==> src/rtl/wbeu_pkg.sv <==
`timescale 1ns / 1ps
package wbeu_pkg;

    localparam int ENGINE_COUNT_DEF = 8;
    localparam int RING_DEPTH_DEF   = 64;

    localparam int TS_W    = 48;
    localparam int ENG_W   = 3;
    localparam int LEVEL_W = 16;
    localparam int DUR_W   = 32;
    localparam int TOTAL_W = 34;
    localparam int SUM_W   = 48;
    localparam int QUO_W   = 16;
    localparam int OUT_W   = 15;

    localparam logic [DUR_W-1:0]   WINDOW_RESET = 32'd10000;
    localparam logic [LEVEL_W-1:0] LEVEL_MAX    = 16'hFFFF;
    localparam logic [OUT_W-1:0]   FULL_SCALE   = 15'd25600;

    // datapath operations issued by the controller
    typedef enum logic [4:0] {
        OP_NONE,
        OP_FIRST,
        OP_ELAPSED,
        OP_DROP_RD,
        OP_DROP,
        OP_WRITE,
        OP_WLEV,
        OP_TRIM_RD,
        OP_TRIM,
        OP_CALC_INIT,
        OP_C_RD,
        OP_C_MUL,
        OP_C_ACC,
        OP_DIV_INIT,
        OP_DIV_STEP,
        OP_ENG_DONE,
        OP_FIN,
        OP_FIN_ZERO
    } dp_op_t;

    // datapath status seen by the controller
    typedef struct packed {
        logic started;
        logic later;
        logic full;
        logic lev_last;
        logic trim_need;
        logic total_zero;
        logic ent_last;
        logic div_last;
        logic eng_last;
        logic out_free;
    } dp_status_t;

endpackage

==> src/rtl/wbeu_ctrl.sv <==
`timescale 1ns / 1ps
module wbeu_ctrl (
    input  logic                  clk,
    input  logic                  rst_n,
    input  logic                  s_tvalid,
    input  logic                  s_tlast,
    input  wbeu_pkg::dp_status_t  status,
    output wbeu_pkg::dp_op_t      op,
    output logic                  s_tready
);

    typedef enum logic [4:0] {
        ST_IDLE,
        ST_CHECK,
        ST_DROP_RD,
        ST_DROP,
        ST_WRITE,
        ST_WLEV,
        ST_TRIM_CHK,
        ST_TRIM_RD,
        ST_TRIM,
        ST_CALC_INIT,
        ST_C_RD,
        ST_C_MUL,
        ST_C_ACC,
        ST_DIV_INIT,
        ST_DIV_STEP,
        ST_ENG_DONE,
        ST_FIN,
        ST_FIN_ZERO
    } state_t;

    state_t state_reg;
    state_t state_next;

    assign s_tready = (state_reg == ST_IDLE);

    // next state and operation decode
    always_comb
    begin
        state_next = state_reg;
        op         = wbeu_pkg::OP_NONE;
        case (state_reg)
            ST_IDLE:
            begin
                if (s_tvalid && s_tlast)
                begin
                    state_next = ST_CHECK;
                end
            end
            ST_CHECK:
            begin
                if (!status.started)
                begin
                    op         = wbeu_pkg::OP_FIRST;
                    state_next = ST_FIN_ZERO;
                end
                else if (!status.later)
                begin
                    state_next = ST_FIN_ZERO;
                end
                else
                begin
                    op         = wbeu_pkg::OP_ELAPSED;
                    state_next = status.full ? ST_DROP_RD : ST_WRITE;
                end
            end
            ST_DROP_RD:
            begin
                op         = wbeu_pkg::OP_DROP_RD;
                state_next = ST_DROP;
            end
            ST_DROP:
            begin
                op         = wbeu_pkg::OP_DROP;
                state_next = ST_WRITE;
            end
            ST_WRITE:
            begin
                op         = wbeu_pkg::OP_WRITE;
                state_next = ST_WLEV;
            end
            ST_WLEV:
            begin
                op = wbeu_pkg::OP_WLEV;
                if (status.lev_last)
                begin
                    state_next = ST_TRIM_CHK;
                end
            end
            ST_TRIM_CHK:
            begin
                if (status.trim_need)
                begin
                    state_next = ST_TRIM_RD;
                end
                else if (status.total_zero)
                begin
                    state_next = ST_FIN_ZERO;
                end
                else
                begin
                    state_next = ST_CALC_INIT;
                end
            end
            ST_TRIM_RD:
            begin
                op         = wbeu_pkg::OP_TRIM_RD;
                state_next = ST_TRIM;
            end
            ST_TRIM:
            begin
                op         = wbeu_pkg::OP_TRIM;
                state_next = ST_TRIM_CHK;
            end
            ST_CALC_INIT:
            begin
                op         = wbeu_pkg::OP_CALC_INIT;
                state_next = ST_C_RD;
            end
            ST_C_RD:
            begin
                op         = wbeu_pkg::OP_C_RD;
                state_next = ST_C_MUL;
            end
            ST_C_MUL:
            begin
                op         = wbeu_pkg::OP_C_MUL;
                state_next = ST_C_ACC;
            end
            ST_C_ACC:
            begin
                op         = wbeu_pkg::OP_C_ACC;
                state_next = status.ent_last ? ST_DIV_INIT : ST_C_RD;
            end
            ST_DIV_INIT:
            begin
                op         = wbeu_pkg::OP_DIV_INIT;
                state_next = ST_DIV_STEP;
            end
            ST_DIV_STEP:
            begin
                op = wbeu_pkg::OP_DIV_STEP;
                if (status.div_last)
                begin
                    state_next = ST_ENG_DONE;
                end
            end
            ST_ENG_DONE:
            begin
                op         = wbeu_pkg::OP_ENG_DONE;
                state_next = status.eng_last ? ST_FIN : ST_C_RD;
            end
            ST_FIN:
            begin
                op = wbeu_pkg::OP_FIN;
                if (status.out_free)
                begin
                    state_next = ST_IDLE;
                end
            end
            ST_FIN_ZERO:
            begin
                op = wbeu_pkg::OP_FIN_ZERO;
                if (status.out_free)
                begin
                    state_next = ST_IDLE;
                end
            end
            default:
            begin
                state_next = ST_IDLE;
            end
        endcase
    end

    // state register
    always_ff @(posedge clk or negedge rst_n)
    begin
        if (!rst_n)
        begin
            state_reg <= ST_IDLE;
        end
        else
        begin
            state_reg <= state_next;
        end
    end

endmodule

==> config.mk <==
export PLATFORM = sky130hd
export DESIGN_NAME = wbeu_ctrl
export DESIGN_NICKNAME = d
export VERILOG_FILES = /design/src/rtl/wbeu_pkg.sv /design/src/rtl/wbeu_ctrl.sv
export SDC_FILE = /design/constraint.sdc
export NUM_CORES = 1
export LEC_CHECK = 0
export BUFFER_PORTS_ARGS = -buffer_cell sky130_fd_sc_hd__buf_2
export CAP_MARGIN = 15
export CORE_MARGIN = 3
export CORE_UTILIZATION = 41
export CTS_CLUSTER_SIZE = 12
export DETAILED_ROUTE_END_ITERATION = 12
export MAX_ROUTING_LAYER = met4
export PLACE_DENSITY = 0.67
export SLEW_MARGIN = 40
export SYNTH_ARGS = -nofsm -noshare
export SYNTH_HDL_FRONTEND = slang
export SYNTH_SLANG_ARGS = --single-unit
==> constraint.sdc <==
create_clock -name clk -period 1.8 [get_ports clk]
set_input_delay 0.36 -clock clk [delete_from_list [all_inputs] [get_ports clk]]
set_output_delay 0.36 -clock clk [all_outputs]
set_load 0.005 [all_outputs]
==> flow_summary.json, run 1 <==
{
  "drtIter0Drc": 22,
  "timing_worst_setup_path_type": "flip-flop to primary output",
  "pwr-share-clk_pct": 14.3,
  "yosys.area_share.simple_pct": 37.4,
  "totalWireLength_um": 1570,
  "wl_met3_um": 70,
  "cts_buffers": 3,
  "synth_common_cells": "nor2_1, a21oi_1, dfrtp_1, nand2_1, nor3_1",
  "min_from": "status[4]",
  "cts_num_sinks": 5,
  "wl_met2_um": 764,
  "internal_power_uw": 499,
  "io_buffers": 19,
  "peakVddDrop_v": 0.000842,
  "drtPass1Iterations": 4,
  "ant_nets": 0,
  "crit_end": "s_tready",
  "power_frac_comb_pct": 61.0,
  "power_density_nw_per_um2": 1130,
  "fin_crit_ns": 1.73,
  "grt_usage_pct": 19.4,
  "htree_levels": 1,
  "core_area_sq_um": 1330,
  "highest_layer": "met4",
  "rr_startpoint": "state_reg[2]$_DFFE_PN0P_",
  "synth.distinct_cells": 38,
  "maxCapViolCount": 0,
  "rrSetupSlack_ns": 0.20,
  "crit_start": "state_reg[2]$_DFFE_PN0P_",
  "clock_skew_ns": 0.00497,
  "num_rows": 13,
  "switchingPower_uw": 388,
  "io_pins": 20,
  "synth_compound_area_share_pct": 30.5,
  "finalPower_uw": 887,
  "hp-class": "primary input to flip-flop",
  "dp_worst_setup_slack_ns": 0.216,
  "synth_mux_area_share_pct": 1.68,
  "drive_gt1_share_pct": 36.9,
  "largest_reg_flops": 5,
  "syn_nets": 98,
  "nNetsFinal": 126,
  "synth-xor-area-share_pct": 1.47,
  "reg2reg_to": "state_reg[0]$_DFFE_PN0P_",
  "r2r_cells": 6,
  "hold_depth": 2,
  "worst_pin_slew_ns": 0.320,
  "p_seq_share_pct": 24.7,
  "grt_pass1_wl_um": 2770,
  "drc": 0,
  "setup_violations": 0,
  "gp_congestion": 0.761,
  "yosysWarnings": 0,
  "critPathCaptureType": "primary output",
  "cp-start-kind": "flip-flop",
  "rsz0062_at_grt": "yes",
  "status": "finished, final reports clean",
  "antenna_found_initial": 0,
  "yosysMostFrequentCell": "nor2_1",
  "worst_slack_ns": 0.0665,
  "cp.arrival_ns": 1.37,
  "hold_viol": 0,
  "synthAdderAreaFrac_pct": 0,
  "synthTopCellsByArea": "dfrtp_1, nor2_1, a21oi_1, nand2b_1, nor2b_1",
  "diodes": 0,
  "synth_largest_area_cell": "dfrtp_1",
  "root_buffer": "clkbuf_4",
  "leakagePower_nw": 0.350,
  "syn_inst": 84,
  "wire_per_inst_um": 12.4,
  "seq_area_frac_synth_pct": 21.0,
  "initial_core_util_pct": 44.7,
  "area_growth_pct": 31.9,
  "floorplan.die.width_um": 44.1,
  "die_area_sq_um": 1950,
  "hpwl_um": 1220,
  "grt_pass1_vias": 625,
  "ys_async_sr_fraction_pct": 100,
  "synth_top_family_by_area": "simple AND/OR/NAND/NOR gates",
  "synth_ff_type": "dfrtp_1",
  "cts_tree": "yes",
  "grt_max_degree": 16,
  "swShare_pct": 43.7,
  "slew_violations": 0,
  "synthDominantCellAreaShare_pct": 21.0,
  "drt-met1-wl_um": 717,
  "cts_buffer_depth": 2,
  "max_freq_ghz": 0.577,
  "fp.dieH_um": 44.1,
  "syn_area_sq_um": 596,
  "clkTransAtPathRegs_ns": 0.04,
  "synth_edf_count": 0,
  "clock_latency_ns": 0.24,
  "vias_per_cell": 5.79,
  "cp_max_fo": 11,
  "required_ns": 1.44,
  "synth_seq_cells": 5,
  "finalCritPeriodShare_pct": 96.3,
  "via_count": 730,
  "synth.avg_cell_area_sq_um": 7.09,
  "overflow": 0,
  "max_slew_margin_pct": 78.7
}
==> per-stage QoR <==
stage               util, %  hold WS (ns)  instance area [sq um]   TNS, ns  std cells
global route           58.9         0.321                    786  -0.00238        126
global placement       53.6         0.179                    714         0        117
detailed placement     53.6         0.178                    714         0        117
floorplan                 -        0.0644                    596         0         84
finish                 58.9         0.332                    786         0        126
CTS                    56.4         0.324                    752         0        122
==> final cells by class <==
cell class,instances,area (sq um)
Clock buffer,4,26.3
Fill cell,129,548
Inverter,2,7.51
Multi-Input combinational cell,70,423
Sequential cell,5,130
Tap cell,15,18.8
Timing Repair Buffer,30,180
==> logic make-up (layout without fill, tap and decap cells) <==
logic type,after synthesis,count (layout)
simple gates,40,40
compound gates,28,28
flops,5,5
mux,1,1
buf+inv,9,36
xor+xnor,1,1
==> power groups by stage <==
stage | logic (mW) | registers (mW) | clock network (mW)
detailed placement | 0.527 | 0.216 | 0
finish | 0.541 | 0.219 | 0.127
global placement | 0.527 | 0.218 | 0
global route | 0.607 | 0.230 | 0.146
floorplan | 0.392 | 0.173 | 0
CTS | 0.530 | 0.216 | 0.134
==> metal layers <==
layer  vias to the layer above  global-route usage (%)
met1                       334                    25.6
li1                        369                       -
met3                         2                    4.88
met4                         0                    5.42
met2                        25                    29.1
met5                         -                       -
==> worst max-delay path, cell delays in order, from the launching register on <==
cell     delay (ns)
dfrtp_2        0.47
or3_4          0.41
nor3_1         0.12
buf_2          0.13
==> repair_timing <==
item | CTS | global route
gates resized for setup | 1 | 3
setup endpoints to repair | 1 | 5
buffers inserted | 0 | 4
hold buffers | 1 | 0
hold endpoints to repair | 5 | 0
==> worst min path at each step <==
stage	endpoint	slack (ns)
after floorplan	state_reg[0]$_DFFE_PN0P_	0.06
after global placement	state_reg[0]$_DFFE_PN0P_	0.18
after detailed placement	state_reg[4]$_DFFE_PN0P_	0.18
after CTS	state_reg[3]$_DFFE_PN0P_	0.32
after global routing	state_reg[3]$_DFFE_PN0P_	0.32
final	state_reg[3]$_DFFE_PN0P_	0.33
==> layout by cell type (no fill, tap or decap), drive strengths merged, types with 2 or more instances in the layout <==
cell type / instances
a21o: 2
a21oi: 7
a31oi: 2
buf: 29
clkbuf: 4
dfrtp: 5
inv: 2
nand2: 5
nand2b: 5
nand3: 2
nor2: 10
nor2b: 4
nor3: 6
nor4: 2
o21ai: 7
or3: 2
No activity file was read; power rests on OpenSTA's default activity.
==> run 2, diff against run 1 <==
- CAP_MARGIN: 15 -> unset
- clock period: 1.8 -> 2.2 ns (I/O delays scaled with it)
==> flow_summary.json, run 2 (synthesized netlist as in run 1, its figures left out) <==
{
  "drtIter0Drc": 23,
  "fp.dieH_um": 44.1,
  "grt_max_degree": 17,
  "hp-class": "primary input to flip-flop",
  "status": "finished, final reports clean",
  "finalCritPeriodShare_pct": 88.1,
  "die_area_sq_um": 1950,
  "clock_skew_ns": 0.00606,
  "cts_buffers": 3,
  "hold_viol": 0,
  "path_cells": "or3_4, nor3_1, buf_2",
  "io_buffers": 19,
  "wire_per_inst_um": 13.3,
  "ant_nets": 0,
  "num_rows": 13,
  "cts_buffer_depth": 2,
  "final_common_cell": "buf_2",
  "fin_crit_ns": 1.94,
  "timing_worst_setup_path_type": "flip-flop to primary output",
  "nNetsFinal": 120,
  "cts_tree": "yes",
  "grt_usage_pct": 17.7,
  "area_growth_pct": 23.5,
  "critPathCaptureType": "primary output",
  "max_freq_ghz": 0.516,
  "diodes": 0,
  "cts_num_sinks": 5,
  "required_ns": 1.76,
  "use_met3_pct": 6.10,
  "slew_violations": 0,
  "fin_tns_setup_ns": 0,
  "cp_top_family": "simple AND/OR/NAND/NOR gates",
  "finalPower_uw": 699,
  "io_pins": 20,
  "critPathBufInv": 1,
  "drive_gt1_share_pct": 29.5,
  "globalRoute.busiestLayer": "met2",
  "antenna_found_initial": 0,
  "rsz0062_at_grt": "no",
  "htree_levels": 1,
  "setup_violations": 0,
  "grt_util_met2_pct": 26.7,
  "totalWireLength_um": 1600,
  "via_count": 707,
  "power_density_nw_per_um2": 951,
  "grt_pass1_wl_um": 2480,
  "core_area_sq_um": 1330,
  "cp.arrival_ns": 1.50,
  "grt_pass1_vias": 585,
  "gp_congestion": 0.786,
  "drc": 0,
  "initial_core_util_pct": 44.7,
  "clkTransAtPathRegs_ns": 0.04,
  "overflow": 0,
  "hpwl_um": 1160,
  "clock_latency_ns": 0.25,
  "drtPass1Iterations": 5,
  "leakagePower_nw": 0.325,
  "maxCapViolCount": 0,
  "largest_reg_flops": 5,
  "grt_use_met1_pct": 21.7,
  "vias_per_cell": 5.89,
  "peakVddDrop_v": 0.000599,
  "cpPeakStageDelay_ns": 0.52,
  "cp_slowest_cell": "dfrtp_1",
  "max_slew_margin_pct": 69.0,
  "floorplan.die.width_um": 44.1,
  "post_cts_buffers": 0,
  "final_cell_mix": "buf_2, nor2_1, a21oi_1",
  "cp-start-kind": "flip-flop",
  "cp_max_fo": 15,
  "nFillCells": 143,
  "worst_pin_slew_ns": 0.465,
  "root_buffer": "clkbuf_4"
}
-- run 2: cell count changes in the layout (fill, tap and decap cells not counted), sizes merged --
cell  previous run  this run
buf             29        23
-- run 2: layout make-up --
cell class | instances | area [sq um] | area share [%]
Multi-Input combinational cell | 70 | 423 | 57.5
Inverter | 2 | 7.51 | 1.02
Tap cell | 15 | 18.8 | 2.55
Timing Repair Buffer | 24 | 135 | 18.4
Clock buffer | 4 | 26.3 | 3.57
Sequential cell | 5 | 125 | 17.0
-- run 2: worst paths after layout --
kind	from	end	slack, ns	depth (start not counted)
min in group asynchronous	rst_n	state_reg[2]$_DFFE_PN0P_	0.55	2
min	status[4]	state_reg[3]$_DFFE_PN0P_	0.40	2
min reg2reg	state_reg[4]$_DFFE_PN0P_	state_reg[3]$_DFFE_PN0P_	0.71	3
max	state_reg[3]$_DFFE_PN0P_	s_tready	0.26	3
max in group asynchronous	rst_n	state_reg[0]$_DFFE_PN0P_	1.51	2
max reg2reg	state_reg[2]$_DFFE_PN0P_	state_reg[0]$_DFFE_PN0P_	0.56	5
-- run 2: through the flow --
step / setup WS, ns / cells / hold WS [ns] / area, sq um / util [%]
finish: 0.262 / 120 / 0.404 / 736 / 55.2
global route: 0.175 / 120 / 0.406 / 736 / 55.2
CTS: 0.271 / 120 / 0.400 / 736 / 55.2
detailed placement: 0.533 / 115 / 0.259 / 699 / 52.4
global placement: 0.544 / 115 / 0.260 / 699 / 52.4
floorplan: 0.702 / 84 / 0.144 / 596 / -
-- run 2: repair_timing --
item,CTS,global route
hold buffers,1,0
endpoints found under the hold margin,2,0
resized for setup,0,0
-- run 2: worst register-to-register path: stages, from the launching register on --
cell and delay, ns:
dfrtp_1 0.57, buf_4 0.21, nand2b_2 0.08, nor3_1 0.23, a221oi_1 0.17, a32o_1 0.26
-- run 2: metal layers --
layer / vias to the layer above / wire length (um)
met4: 0 / 12
met1: 339 / 740
li1: 351 / -
met2: 15 / 761
met5: - / 0
met3: 2 / 83
-- run 2: report_power, final --
part	internal, mW	switching (mW)	leakage [nW]
sequential	0.115	0.0737	0.0669
clock	0.0687	0.0407	0.0150
combinational	0.197	0.204	0.243
total	0.381	0.319	0.325
==> run 3, diff against run 2 <==
- CORE_UTILIZATION: 41 -> 37
- PLACE_DENSITY: 0.67 -> unset
==> flow_summary.json, run 3 (synthesized netlist as in run 1, its figures left out) <==
{
  "max_slew_margin_pct": 67.7,
  "critPathCaptureType": "primary output",
  "rr_startpoint": "state_reg[2]$_DFFE_PN0P_",
  "fin_tns_setup_ns": 0,
  "floorplan.die.width_um": 46.1,
  "num_rows": 13,
  "fp.dieH_um": 46.1,
  "hp-class": "primary input to flip-flop",
  "slew_violations": 0,
  "maxCapViolCount": 0,
  "ant_nets": 0,
  "rsz0062_at_grt": "no",
  "cts_tree": "yes",
  "io_pins": 20,
  "area_growth_pct": 21.2,
  "reg2reg_to": "state_reg[0]$_DFFE_PN0P_",
  "finalPower_uw": 668,
  "via_count": 687,
  "min_from": "status[4]",
  "grt_pass1_vias": 608,
  "drtIter0Drc": 16,
  "status": "finished, final reports clean",
  "cts_buffer_depth": 2,
  "overflow": 0,
  "cp_max_fo": 15,
  "grt_pass1_wl_um": 2530,
  "max_freq_ghz": 0.516,
  "die_area_sq_um": 2130,
  "largest_reg_flops": 5,
  "hold_viol": 0,
  "setup_violations": 0,
  "grt_max_degree": 24,
  "dp_worst_setup_slack_ns": 0.436,
  "gp_congestion": 0.811,
  "power_density_nw_per_um2": 925,
  "worst_slack_ns": 0.263,
  "fin_crit_ns": 1.94,
  "cts_num_sinks": 5,
  "cp-start-kind": "flip-flop",
  "leakagePower_nw": 0.313,
  "rrSetupSlack_ns": 0.53,
  "initial_core_util_pct": 42.6,
  "worst_pin_slew_ns": 0.485,
  "peakVddDrop_v": 0.000722,
  "cts_buffers": 3,
  "diodes": 0,
  "drc": 0,
  "post_cts_buffers": 0,
  "vias_per_cell": 5.82,
  "io_buffers": 19,
  "nNetsFinal": 118,
  "hold_depth": 2,
  "core_area_sq_um": 1400,
  "root_buffer": "clkbuf_4",
  "totalWireLength_um": 1500,
  "clock_latency_ns": 0.24,
  "clkTransAtPathRegs_ns": 0.04,
  "required_ns": 1.76,
  "drive_gt1_share_pct": 29.1,
  "grt_usage_pct": 16.5,
  "antenna_found_initial": 0,
  "whs_endpoint": "state_reg[3]$_DFFE_PN0P_",
  "hpwl_um": 1130,
  "finalCritPeriodShare_pct": 88.0,
  "nFillCells": 138,
  "htree_levels": 1,
  "drtPass1Iterations": 4,
  "cp.arrival_ns": 1.50,
  "final_core_util_pct": 51.6,
  "final_cell_mix": "buf_2, nor2_1, a21oi_1, nand2_1, nor3_1",
  "r2r_cells": 4,
  "timing_worst_setup_path_type": "flip-flop to primary output",
  "wire_per_inst_um": 12.7,
  "final_common_cell": "buf_2",
  "clock_skew_ns": 0.000475
}
run 3: cell types whose count changed in the layout (fill, tap and decap cells not counted):
cell	change
buf_4	-2
dfrtp_2	+1
dfrtp_1	-1
run 3: cell type report:
cell class	instances	area, sq um	share of cell area [%]
multi-input combinational	70	423	58.6
inverter	2	7.51	1.04
tap	15	18.8	2.60
timing repair buffer	22	120	16.6
clock buffer	4	26.3	3.64
sequential	5	126	17.5
run 3: power breakdown:
group | internal, mW | leakage [nW] | total, mW | switching [mW]
Combinational | 0.178 | 0.233 | 0.343 | 0.165
Sequential | 0.116 | 0.0656 | 0.222 | 0.105
Clock | 0.0684 | 0.0150 | 0.103 | 0.0350
run 3: metal layers:
| layer | global-route usage (%) | vias up | share of wire [%] |
|---|---|---|---|
| li1 | - | 347 | - |
| met4 | 3.41 | 0 | 0 |
| met1 | 22.6 | 318 | 47 |
| met2 | 24.7 | 22 | 48 |
| met5 | - | - | 0 |
| met3 | 3.52 | 0 | 4.4 |
run 3: repair_timing:
item | CTS | global route
resized for setup | 0 | 1
setup endpoints to repair | 0 | 1
hold buffers | 1 | 0
endpoints found under the hold margin | 2 | 0
run 3: how the worst max path moves through the flow:
| stage | startpoint | to | slack, ns |
|---|---|---|---|
| after detailed placement | state_reg[0]$_DFFE_PN0P_ | op[1] | 0.44 |
| after global routing | state_reg[3]$_DFFE_PN0P_ | s_tready | 0.16 |
| after global placement | state_reg[0]$_DFFE_PN0P_ | op[1] | 0.48 |
| final | state_reg[3]$_DFFE_PN0P_ | s_tready | 0.26 |
| after floorplan | state_reg[1]$_DFFE_PN0P_ | op[2] | 0.70 |
| after CTS | state_reg[0]$_DFFE_PN0P_ | op[1] | 0.17 |
run 3: per-stage QoR:
step                hold slack, ns  cell area [sq um]  instances
finish                       0.417                722        118
global route                 0.426                722        118
CTS                          0.412                721        118
detailed placement           0.257                684        113
global placement             0.260                684        113
floorplan                    0.144                596         84
run 3: critical path: stages (launching register included):
cell and delay (ns):
dfrtp_1 0.52, or3_4 0.47, nor3_1 0.13, buf_2 0.14
